$ cat config.mk
export PLATFORM = sky130hd
export DESIGN_NAME = sliding_window_max_flat
export DESIGN_NICKNAME = d
export VERILOG_FILES = /design/src/sv/swm_pkg.sv /design/src/sv/swm_if.sv /design/src/sv/swm_store.sv /design/src/sv/swm_seq.sv /design/src/sv/sliding_window_max.sv /design/src/flat_wrapper.sv
export VERILOG_INCLUDE_DIRS = /design/src /design/src/sv
export SDC_FILE = /design/constraint.sdc
export NUM_CORES = 2
export LEC_CHECK = 0
export BUFFER_PORTS_ARGS = -buffer_cell sky130_fd_sc_hd__clkbuf_2
export CAP_MARGIN = 20
export CORE_UTILIZATION = 48
export DETAILED_ROUTE_END_ITERATION = 12
export MAX_ROUTING_LAYER = met4
export PLACE_DENSITY = 0.65
export SYNTH_ARGS = -nofsm -noshare
export SYNTH_HDL_FRONTEND = slang
export SYNTH_SLANG_ARGS = --single-unit
$ cat constraint.sdc
create_clock -name i_clk -period 6.62 [get_ports i_clk]
set_input_delay 0.662 -clock i_clk [delete_from_list [all_inputs] [get_ports i_clk]]
set_output_delay 0.662 -clock i_clk [all_outputs]
set_load 0.1 [all_outputs]
$ cat src/sv/sliding_window_max_assert.svh
// assertion macros shared by the sliding window max block
`ifndef SLIDING_WINDOW_MAX_ASSERT_SVH
`define SLIDING_WINDOW_MAX_ASSERT_SVH

// condition must hold in the same cycle
`define SWM_ASSERT_SAME(label, clk, rst_n, ante, cons) \
    label: assert property (@(posedge clk) disable iff (!(rst_n)) (ante) |-> (cons)) \
        else $error("sliding_window_max: same-cycle check failed");

// condition must hold in the next cycle
`define SWM_ASSERT_NEXT(label, clk, rst_n, ante, cons) \
    label: assert property (@(posedge clk) disable iff (!(rst_n)) (ante) |=> (cons)) \
        else $error("sliding_window_max: next-cycle check failed");

`endif

$ cat src/sv/swm_pkg.sv
package swm_pkg;

    localparam int WINDOW_MAX  = 64;
    localparam int SAMPLE_BITS = 32;
    localparam int LEN_W       = 7;
    localparam int ADDR_W      = $clog2(WINDOW_MAX);
    localparam int FILL_W      = $clog2(WINDOW_MAX + 1);
    // position tags only need to resolve ages up to WINDOW_MAX
    localparam int POS_W       = $clog2(WINDOW_MAX + 1) + 1;

    typedef logic signed [SAMPLE_BITS-1:0] t_sample;

    typedef struct packed {
        t_sample            value;
        logic [POS_W-1:0]   pos;
    } t_entry;

    // request from the sequencer to the queue store
    typedef struct packed {
        logic               rd_en;
        logic [ADDR_W-1:0]  rd_addr;
        logic               wr_en;
        logic [ADDR_W-1:0]  wr_addr;
        t_entry             wr_data;
    } t_mem_req;

    // circular slot at head + offset
    function automatic logic [ADDR_W-1:0] slot(input logic [ADDR_W-1:0] head,
                                               input logic [FILL_W-1:0] off);
        logic [FILL_W:0] s;
        s = (FILL_W+1)'(head) + (FILL_W+1)'(off);
        if (s >= (FILL_W+1)'(WINDOW_MAX)) begin
            s = s - (FILL_W+1)'(WINDOW_MAX);
        end
        return s[ADDR_W-1:0];
    endfunction

    // window length limited to 1 .. WINDOW_MAX
    function automatic logic [FILL_W-1:0] clamp_len(input logic [LEN_W-1:0] len);
        logic [FILL_W-1:0] r;
        if (len == '0) begin
            r = FILL_W'(1);
        end else if (LEN_W'(len) > LEN_W'(WINDOW_MAX)) begin
            r = FILL_W'(WINDOW_MAX);
        end else begin
            r = FILL_W'(len);
        end
        return r;
    endfunction

endpackage

$ cat src/sv/swm_if.sv
interface swm_in_if import swm_pkg::*; ();
    logic    valid;
    logic    ready;
    t_sample sample;
    logic    restart;

    modport source (output valid, output sample, output restart, input ready);
    modport sink   (input valid, input sample, input restart, output ready);
endinterface

interface swm_out_if import swm_pkg::*; ();
    logic    valid;
    logic    ready;
    t_sample window_max;

    modport source (output valid, output window_max, input ready);
    modport sink   (input valid, input window_max, output ready);
endinterface

interface swm_cfg_if import swm_pkg::*; ();
    logic             valid;
    logic             ready;
    logic [LEN_W-1:0] window_len;

    modport source (output valid, output window_len, input ready);
    modport sink   (input valid, input window_len, output ready);
endinterface

$ cat src/sv/swm_store.sv
module swm_store import swm_pkg::*; (
    input  logic     i_clk,
    input  t_mem_req i_req,
    output t_entry   o_rd_data
);

    t_entry r_mem [WINDOW_MAX];
    t_entry r_rd_data;

    // write port
    always_ff @(posedge i_clk) begin
        if (i_req.wr_en) begin
            r_mem[i_req.wr_addr] <= i_req.wr_data;
        end
    end

    // registered read port
    always_ff @(posedge i_clk) begin
        if (i_req.rd_en) begin
            r_rd_data <= r_mem[i_req.rd_addr];
        end
    end

    assign o_rd_data = r_rd_data;

endmodule

$ cat src/sv/swm_seq.sv
module swm_seq import swm_pkg::*; (
    input  logic             i_clk,
    input  logic             i_rst_n,
    input  logic             i_in_valid,
    input  t_sample          i_sample,
    input  logic             i_restart,
    output logic             o_in_ready,
    input  logic             i_out_ready,
    output logic             o_out_valid,
    output t_sample          o_window_max,
    input  logic [LEN_W-1:0] i_window_len,
    output t_mem_req         o_req,
    input  t_entry           i_rd_data
);

    typedef enum logic [2:0] {
        S_IDLE,
        S_BACK_RD,
        S_BACK_CHK,
        S_FRONT_RD,
        S_FRONT_CHK,
        S_PUSH
    } t_state;

    t_state            r_state, n_state;
    logic [ADDR_W-1:0] r_head, n_head;
    logic [FILL_W-1:0] r_fill, n_fill;
    logic [POS_W-1:0]  r_pos, n_pos;
    logic [FILL_W-1:0] r_seen, n_seen;
    logic [FILL_W-1:0] r_len, n_len;
    t_sample           r_sample, n_sample;
    t_sample           r_front, n_front;
    logic              r_out_valid, n_out_valid;
    t_sample           r_out_data, n_out_data;

    logic              in_req;
    logic [FILL_W-1:0] seen_next;
    logic              has_result;
    logic [POS_W-1:0]  age;

    assign in_req     = i_in_valid && (r_state == S_IDLE);
    assign seen_next  = (r_seen < FILL_W'(WINDOW_MAX)) ? r_seen + FILL_W'(1) : r_seen;
    assign has_result = (seen_next >= r_len);
    assign age        = r_pos - i_rd_data.pos;

    // next state and memory requests
    always_comb begin
        n_state     = r_state;
        n_head      = r_head;
        n_fill      = r_fill;
        n_pos       = r_pos;
        n_seen      = r_seen;
        n_len       = r_len;
        n_sample    = r_sample;
        n_front     = r_front;
        n_out_valid = r_out_valid && !i_out_ready;
        n_out_data  = r_out_data;

        o_req.rd_en   = 1'b0;
        o_req.rd_addr = r_head;
        o_req.wr_en   = 1'b0;
        o_req.wr_addr = slot(r_head, r_fill);
        o_req.wr_data = '{value: r_sample, pos: r_pos};

        case (r_state)
            S_IDLE: begin
                if (in_req) begin
                    n_sample = i_sample;
                    n_len    = clamp_len(i_window_len);
                    if (i_restart) begin
                        n_head = '0;
                        n_fill = '0;
                        n_pos  = '0;
                        n_seen = '0;
                    end
                    n_state = S_BACK_RD;
                end
            end
            // pop back entries the new sample equals or exceeds
            S_BACK_RD: begin
                if (r_fill == '0) begin
                    n_state = S_FRONT_RD;
                end else begin
                    o_req.rd_en   = 1'b1;
                    o_req.rd_addr = slot(r_head, r_fill - FILL_W'(1));
                    n_state       = S_BACK_CHK;
                end
            end
            S_BACK_CHK: begin
                if (r_sample >= i_rd_data.value) begin
                    n_fill  = r_fill - FILL_W'(1);
                    n_state = S_BACK_RD;
                end else begin
                    n_state = S_FRONT_RD;
                end
            end
            // drop front entries that left the window
            S_FRONT_RD: begin
                if (r_fill == '0) begin
                    n_front = r_sample;
                    n_state = S_PUSH;
                end else begin
                    o_req.rd_en   = 1'b1;
                    o_req.rd_addr = r_head;
                    n_state       = S_FRONT_CHK;
                end
            end
            S_FRONT_CHK: begin
                if (FILL_W'(age) >= r_len) begin
                    n_head  = slot(r_head, FILL_W'(1));
                    n_fill  = r_fill - FILL_W'(1);
                    n_state = S_FRONT_RD;
                end else begin
                    n_front = i_rd_data.value;
                    n_state = S_PUSH;
                end
            end
            // append the sample, emit the front once the window is full
            S_PUSH: begin
                if (!(has_result && r_out_valid && !i_out_ready)) begin
                    o_req.wr_en = 1'b1;
                    n_fill      = r_fill + FILL_W'(1);
                    n_pos       = r_pos + POS_W'(1);
                    n_seen      = seen_next;
                    if (has_result) begin
                        n_out_valid = 1'b1;
                        n_out_data  = r_front;
                    end
                    n_state = S_IDLE;
                end
            end
            default: begin
                n_state = S_IDLE;
            end
        endcase
    end

    // state and registered outputs
    always_ff @(posedge i_clk) begin
        if (!i_rst_n) begin
            r_state     <= S_IDLE;
            r_head      <= '0;
            r_fill      <= '0;
            r_pos       <= '0;
            r_seen      <= '0;
            r_len       <= FILL_W'(1);
            r_out_valid <= 1'b0;
        end else begin
            r_state     <= n_state;
            r_head      <= n_head;
            r_fill      <= n_fill;
            r_pos       <= n_pos;
            r_seen      <= n_seen;
            r_len       <= n_len;
            r_out_valid <= n_out_valid;
        end
        r_sample   <= n_sample;
        r_front    <= n_front;
        r_out_data <= n_out_data;
    end

    assign o_in_ready   = (r_state == S_IDLE);
    assign o_out_valid  = r_out_valid;
    assign o_window_max = r_out_data;

endmodule

$ cat src/sv/sliding_window_max.sv
// an accepted sample is checked against queue entries from the back, then from the front,
//   one read state and one check state per entry examined (at most one check that keeps each),
//   then pushed with its result registered; a new sample is taken only after that push, which
//   waits while an earlier result is not yet taken; the walk uses the single store read port
// reset: synchronous, queue empty, position and count zero, window_len back to 1;
//   the queue store is not cleared and needs no clearing pass
`include "sliding_window_max_assert.svh"

module sliding_window_max import swm_pkg::*; (
    input  logic         i_clk,
    input  logic         i_rst_n,
    swm_in_if.sink       i_in,
    swm_out_if.source    o_out,
    swm_cfg_if.sink      i_cfg
);

    logic [LEN_W-1:0] r_window_len;
    t_mem_req         mem_req;
    t_entry           rd_data;

    // window length register, always writable
    always_ff @(posedge i_clk) begin
        if (!i_rst_n) begin
            r_window_len <= LEN_W'(1);
        end else if (i_cfg.valid) begin
            r_window_len <= i_cfg.window_len;
        end
    end

    assign i_cfg.ready = 1'b1;

    // queue sequencer
    swm_seq u_seq (
        .i_clk        (i_clk),
        .i_rst_n      (i_rst_n),
        .i_in_valid   (i_in.valid),
        .i_sample     (i_in.sample),
        .i_restart    (i_in.restart),
        .o_in_ready   (i_in.ready),
        .i_out_ready  (o_out.ready),
        .o_out_valid  (o_out.valid),
        .o_window_max (o_out.window_max),
        .i_window_len (r_window_len),
        .o_req        (mem_req),
        .i_rd_data    (rd_data)
    );

    // queue value and position store
    swm_store u_store (
        .i_clk     (i_clk),
        .i_req     (mem_req),
        .o_rd_data (rd_data)
    );

    // one sample in flight at a time
    `SWM_ASSERT_NEXT(a_one_in_flight, i_clk, i_rst_n, i_in.valid && i_in.ready, !i_in.ready)
    // store never read and written in the same cycle
    `SWM_ASSERT_SAME(a_no_rw_overlap, i_clk, i_rst_n, mem_req.wr_en, !mem_req.rd_en)
    // a new result always comes with the push of its sample
    `SWM_ASSERT_SAME(a_result_on_push, i_clk, i_rst_n, $rose(o_out.valid), $past(mem_req.wr_en))

endmodule
$ cat src/flat_wrapper.sv
// flat-port wrapper written by rule: the top's interface ports become plain ports
module sliding_window_max_flat import swm_pkg::*;
  (i_clk, i_rst_n, i_in_valid, i_in_sample, i_in_restart, i_in_ready, o_out_valid, o_out_window_max, o_out_ready, i_cfg_valid, i_cfg_window_len, i_cfg_ready);
  swm_in_if i_in_i ();
  swm_out_if o_out_i ();
  swm_cfg_if i_cfg_i ();
  input  logic i_clk;
  input  logic i_rst_n;
  input wire logic [$bits(i_in_i.valid)-1:0] i_in_valid;
  input wire logic [$bits(i_in_i.sample)-1:0] i_in_sample;
  input wire logic [$bits(i_in_i.restart)-1:0] i_in_restart;
  output wire logic [$bits(i_in_i.ready)-1:0] i_in_ready;
  output wire logic [$bits(o_out_i.valid)-1:0] o_out_valid;
  output wire logic [$bits(o_out_i.window_max)-1:0] o_out_window_max;
  input wire logic [$bits(o_out_i.ready)-1:0] o_out_ready;
  input wire logic [$bits(i_cfg_i.valid)-1:0] i_cfg_valid;
  input wire logic [$bits(i_cfg_i.window_len)-1:0] i_cfg_window_len;
  output wire logic [$bits(i_cfg_i.ready)-1:0] i_cfg_ready;
  assign i_in_i.valid = i_in_valid;
  assign i_in_i.sample = i_in_sample;
  assign i_in_i.restart = i_in_restart;
  assign i_in_ready = i_in_i.ready;
  assign o_out_valid = o_out_i.valid;
  assign o_out_window_max = o_out_i.window_max;
  assign o_out_i.ready = o_out_ready;
  assign i_cfg_i.valid = i_cfg_valid;
  assign i_cfg_i.window_len = i_cfg_window_len;
  assign i_cfg_ready = i_cfg_i.ready;
  sliding_window_max u_core (.i_clk(i_clk), .i_rst_n(i_rst_n), .i_in(i_in_i), .o_out(o_out_i), .i_cfg(i_cfg_i));
endmodule
==> qor.yml <==
syn_area_um2: 105000
fmax_mhz: 186
worstReg2RegStart: "u_core.u_seq.r_seen[0]"
start_util: 0.483
antenna_found_initial: 22
cp_max_fo: 20
final_cells: 10700
holdPathStages: 3
synth-main-ff-cell: "edfxtp_1"
synthSimpleGateAreaFrac: 0.130
fin_tns_setup_ps: 0
fin_worst_skew_ps: 52.3
path_cells: "ha_1, nand4b_1, xnor2_1, ha_1, a21o_1, a21oi_1, o21ai_0, a21o_1, a21oi_1, buf_4, nor2b_1, nand3_1, nor2_4, buf_4"
max_slew_margin: 0.223
fin_crit_ps: 5370
r2r_end: "u_core.u_store.r_mem[16][22]"
synth-seq-area-share: 0.762
power.net_switching_mw: 9.87
path_buf_inv: 2
drt.antenna.violating_nets: 0
p_comb_frac: 0.122
maxCapViolCount: 0
power_density_nw_per_um2: 326
grt_max_degree: 99
post_cts_buffers: 0
ir_drop_mv: 0.293
root_buffer: "clkbuf_16"
htreeDepth: 5
max_stage_delay_ps: 1110
drc: 0
num_io_pins: 80
grt.total_usage: 0.288
route.detailed.wl_per_inst_um: 29.5
gp_congestion: 0.878
fp.dieW_um: 469
setup_viol: 0
clkTransAtPathRegs_ps: 60
p_int_mw: 29.1
clock-sinks: 2676
drive_gt1_frac: 0.101
cts_tree: "built"
cp_slowest_cell: "nor2_4"
synth_fa_ha_area_frac: 0.00869
period_share: 0.811
synth_fp_nets: 7503
dieHeight_um: 469
power.leakage_nw: 41.7
synthCells: 7387
p_seq_frac: 0.487
design_area_um2: 120000
synth_xor_xnor_area_share: 0.00309
hpwl_um: 176000
numCtsBuffers: 286
clk_path_buf_depth: 4
routed_via_density: 6.23
pwr-share-clk: 0.391
status: "finished, final reports clean"
critPathLaunchType: "register"
critPathRequiredTime_ps: 7230
dr.pass1.iters: 8
postCtsHoldBufs: 36
grt_pass1_wl_um: 446000
io_buffers: 78
nets: 7708
drt-initial-drc-count: 9762
cp-end-kind: "register"
hp-start: "i_cfg_window_len[6]"
ff2ff_path_depth: 14
dpl.cell_count: 10100
r2r_slack_ps: 1250
synth_top_family_by_area: "simple AND/OR/NAND/NOR gates"
clock_latency_ps: 930
rows: 171
hold_viol: 0
arrival_ps: 5980
switching_share: 0.253
synth.area.mux_share: 0.0314
whs_endpoint: "u_core.r_window_len[6]"
synth-compound-area-share: 0.0449
num-fill-cells: 16900
drt_wl_total_um: 314000
area_growth_pct: 14.1
rsz0062_at_grt: "false"
grt_pass1_vias: 62800
core_area_um2: 217000
drv_slew: 0
vias: 66300
cts-resized-gates: 0
grt_overflow: 0
synth_edf_count: 2631
worst_pin_slew_ps: 1170
hp-class: "input port to register"
synth-seq-cells: 2676
avgSynthCellArea_um2: 14.2
die_area_um2: 220000
crit_type: "register to register"
ys_types: 58
path_delay_family: "simple AND/OR/NAND/NOR gates"
synth_warnings: 0
place_area_um2: 110000
async_flop_share: 0
==> synth_stat cells, types with 31 or more instances <==
cell,instances,area share
inv_1,58,0.0021
buf_1,31,0.0011
nor2_1,118,0.0042
a21boi_1,47,0.0034
nand2_1,1953,0.070
mux2i_1,324,0.031
a21oi_1,126,0.0060
buf_2,77,0.0037
clkbuf_1,344,0.012
nand3_1,641,0.031
a21boi_0,31,0.0022
nand4_1,320,0.019
dfxtp_1,45,0.0086
ha_1,68,0.0081
or4_1,40,0.0029
o21ai_0,48,0.0023
edfxtp_1,2631,0.75
a32oi_1,313,0.026
==> worst register-to-register path: cells and delay by family, from the launching register on <==
family,cells,cell delay [ps]
fa+ha+maj,2,550
buf+inv,2,710
simple gates,4,2330
xor+xnor,1,250
compound gates,5,790
flops,1,430
==> final cells by class <==
cell class,count,area [um2],area share
Timing Repair Buffer,371,3610,0.0302
Antenna cell,16,40.0,0.000335
Inverter,59,221,0.00185
Clock inverter,130,1210,0.0101
Clock buffer,347,7490,0.0626
Multi-Input combinational cell,4198,23500,0.197
Tap cell,2854,3570,0.0299
Sequential cell,2676,79900,0.668
==> worst max-delay path by stage <==
stage | start | endpoint | depth (start not counted)
5_1_grt | u_core.u_seq.r_seen[0] | u_core.u_store.r_mem[16][6] | 14
3_5_place_dp | u_core.u_seq.r_seen[0] | u_core.u_store.r_mem[16][17] | 14
6_report | u_core.u_seq.r_seen[0] | u_core.u_store.r_mem[16][22] | 14
3_3_place_gp | u_core.u_seq.r_seen[0] | u_core.u_store.r_mem[16][17] | 14
2_1_floorplan | u_core.u_seq.r_state[0] | u_core.u_seq.r_head[3] | 7
4_1_cts | u_core.u_seq.r_seen[0] | u_core.u_store.r_mem[16][6] | 14
==> cells in the final DEF, fill, tap and decap left out, types with 8 or more instances in the layout <==
cell type	synthesis	layout
o21ai_0	48	45
inv_1	58	58
nor2_4	0	64
a22oi_1	8	8
a21o_1	19	19
mux2i_1	324	322
buf_4	2	184
nand3b_1	8	8
clkinv_1	1	65
xnor2_1	25	25
dfxtp_1	45	38
nor3_1	14	12
or4_1	40	40
clkbuf_2	0	78
a21boi_0	31	31
a21boi_1	47	47
nand4_1	320	320
dlygate4sd3_1	0	36
nor2_1	118	54
clkbuf_1	344	56
a21oi_1	126	126
nand2_1	1953	1952
a32oi_1	313	313
clkbuf_16	0	291
clkinv_2	0	25
bufinv_16	0	23
ha_1	68	68
xor2_1	12	12
edfxtp_1	2631	2631
diode_2	0	16
buf_12	0	69
nand3_1	641	641
==> logic make-up after synthesis <==
family | count (synthesis)
and+or+nand+nor | 3132
DFF | 2676
AOI/OAI and AO/OA | 629
buffers and inverters | 513
muxes | 328
adders and majority gates | 71
xor gates and xnor gates | 37
other | 1
==> flip-flops by register name, summed over array words and instances (netlist names) <==
name / count
u_core.u_seq.r_state: 3
u_core.u_seq.r_pos: 7
u_core.r_window_len: 7
u_core.u_seq.r_fill: 7
u_core.u_seq.r_head: 6
u_core.u_seq.r_front: 32
u_core.u_seq.o_window_max: 32
u_core.u_seq.r_sample: 32
u_core.u_store.o_rd_data: 39
u_core.u_store.r_mem: 2496
u_core.u_seq.o_out_valid: 1
u_core.u_seq.r_len: 7
u_core.u_seq.r_seen: 7
==> power groups by stage <==
stage / clock [mW] / combinational [mW] / sequential [mW]
CTS: 15.4 / 4.64 / 19.0
floorplan: 0 / 2.57 / 19.4
detailed placement: 0 / 4.60 / 19.3
finish: 15.2 / 4.73 / 19.0
global placement: 0 / 4.51 / 19.3
global route: 16.0 / 5.01 / 19.0
==> per-layer routing <==
metal	vias up	part of all wire	GRT usage
met5	-	0	-
met4	0	0.042	0.118
met3	637	0.12	0.0597
met2	4226	0.46	0.435
met1	33300	0.38	0.380
li1	28200	-	-
==> through the flow <==
stage	hold slack, ps	power [mW]	utilization	setup WS [ps]
2_1_floorplan	400	22.0	-	1820
3_3_place_gp	402	23.8	0.508	1250
3_5_place_dp	405	23.9	0.509	1350
4_1_cts	16.8	39.0	0.550	1360
5_1_grt	51.4	40.0	0.551	1060
6_report	74.4	39.0	0.551	1250
(Power assumes the default switching activity.)
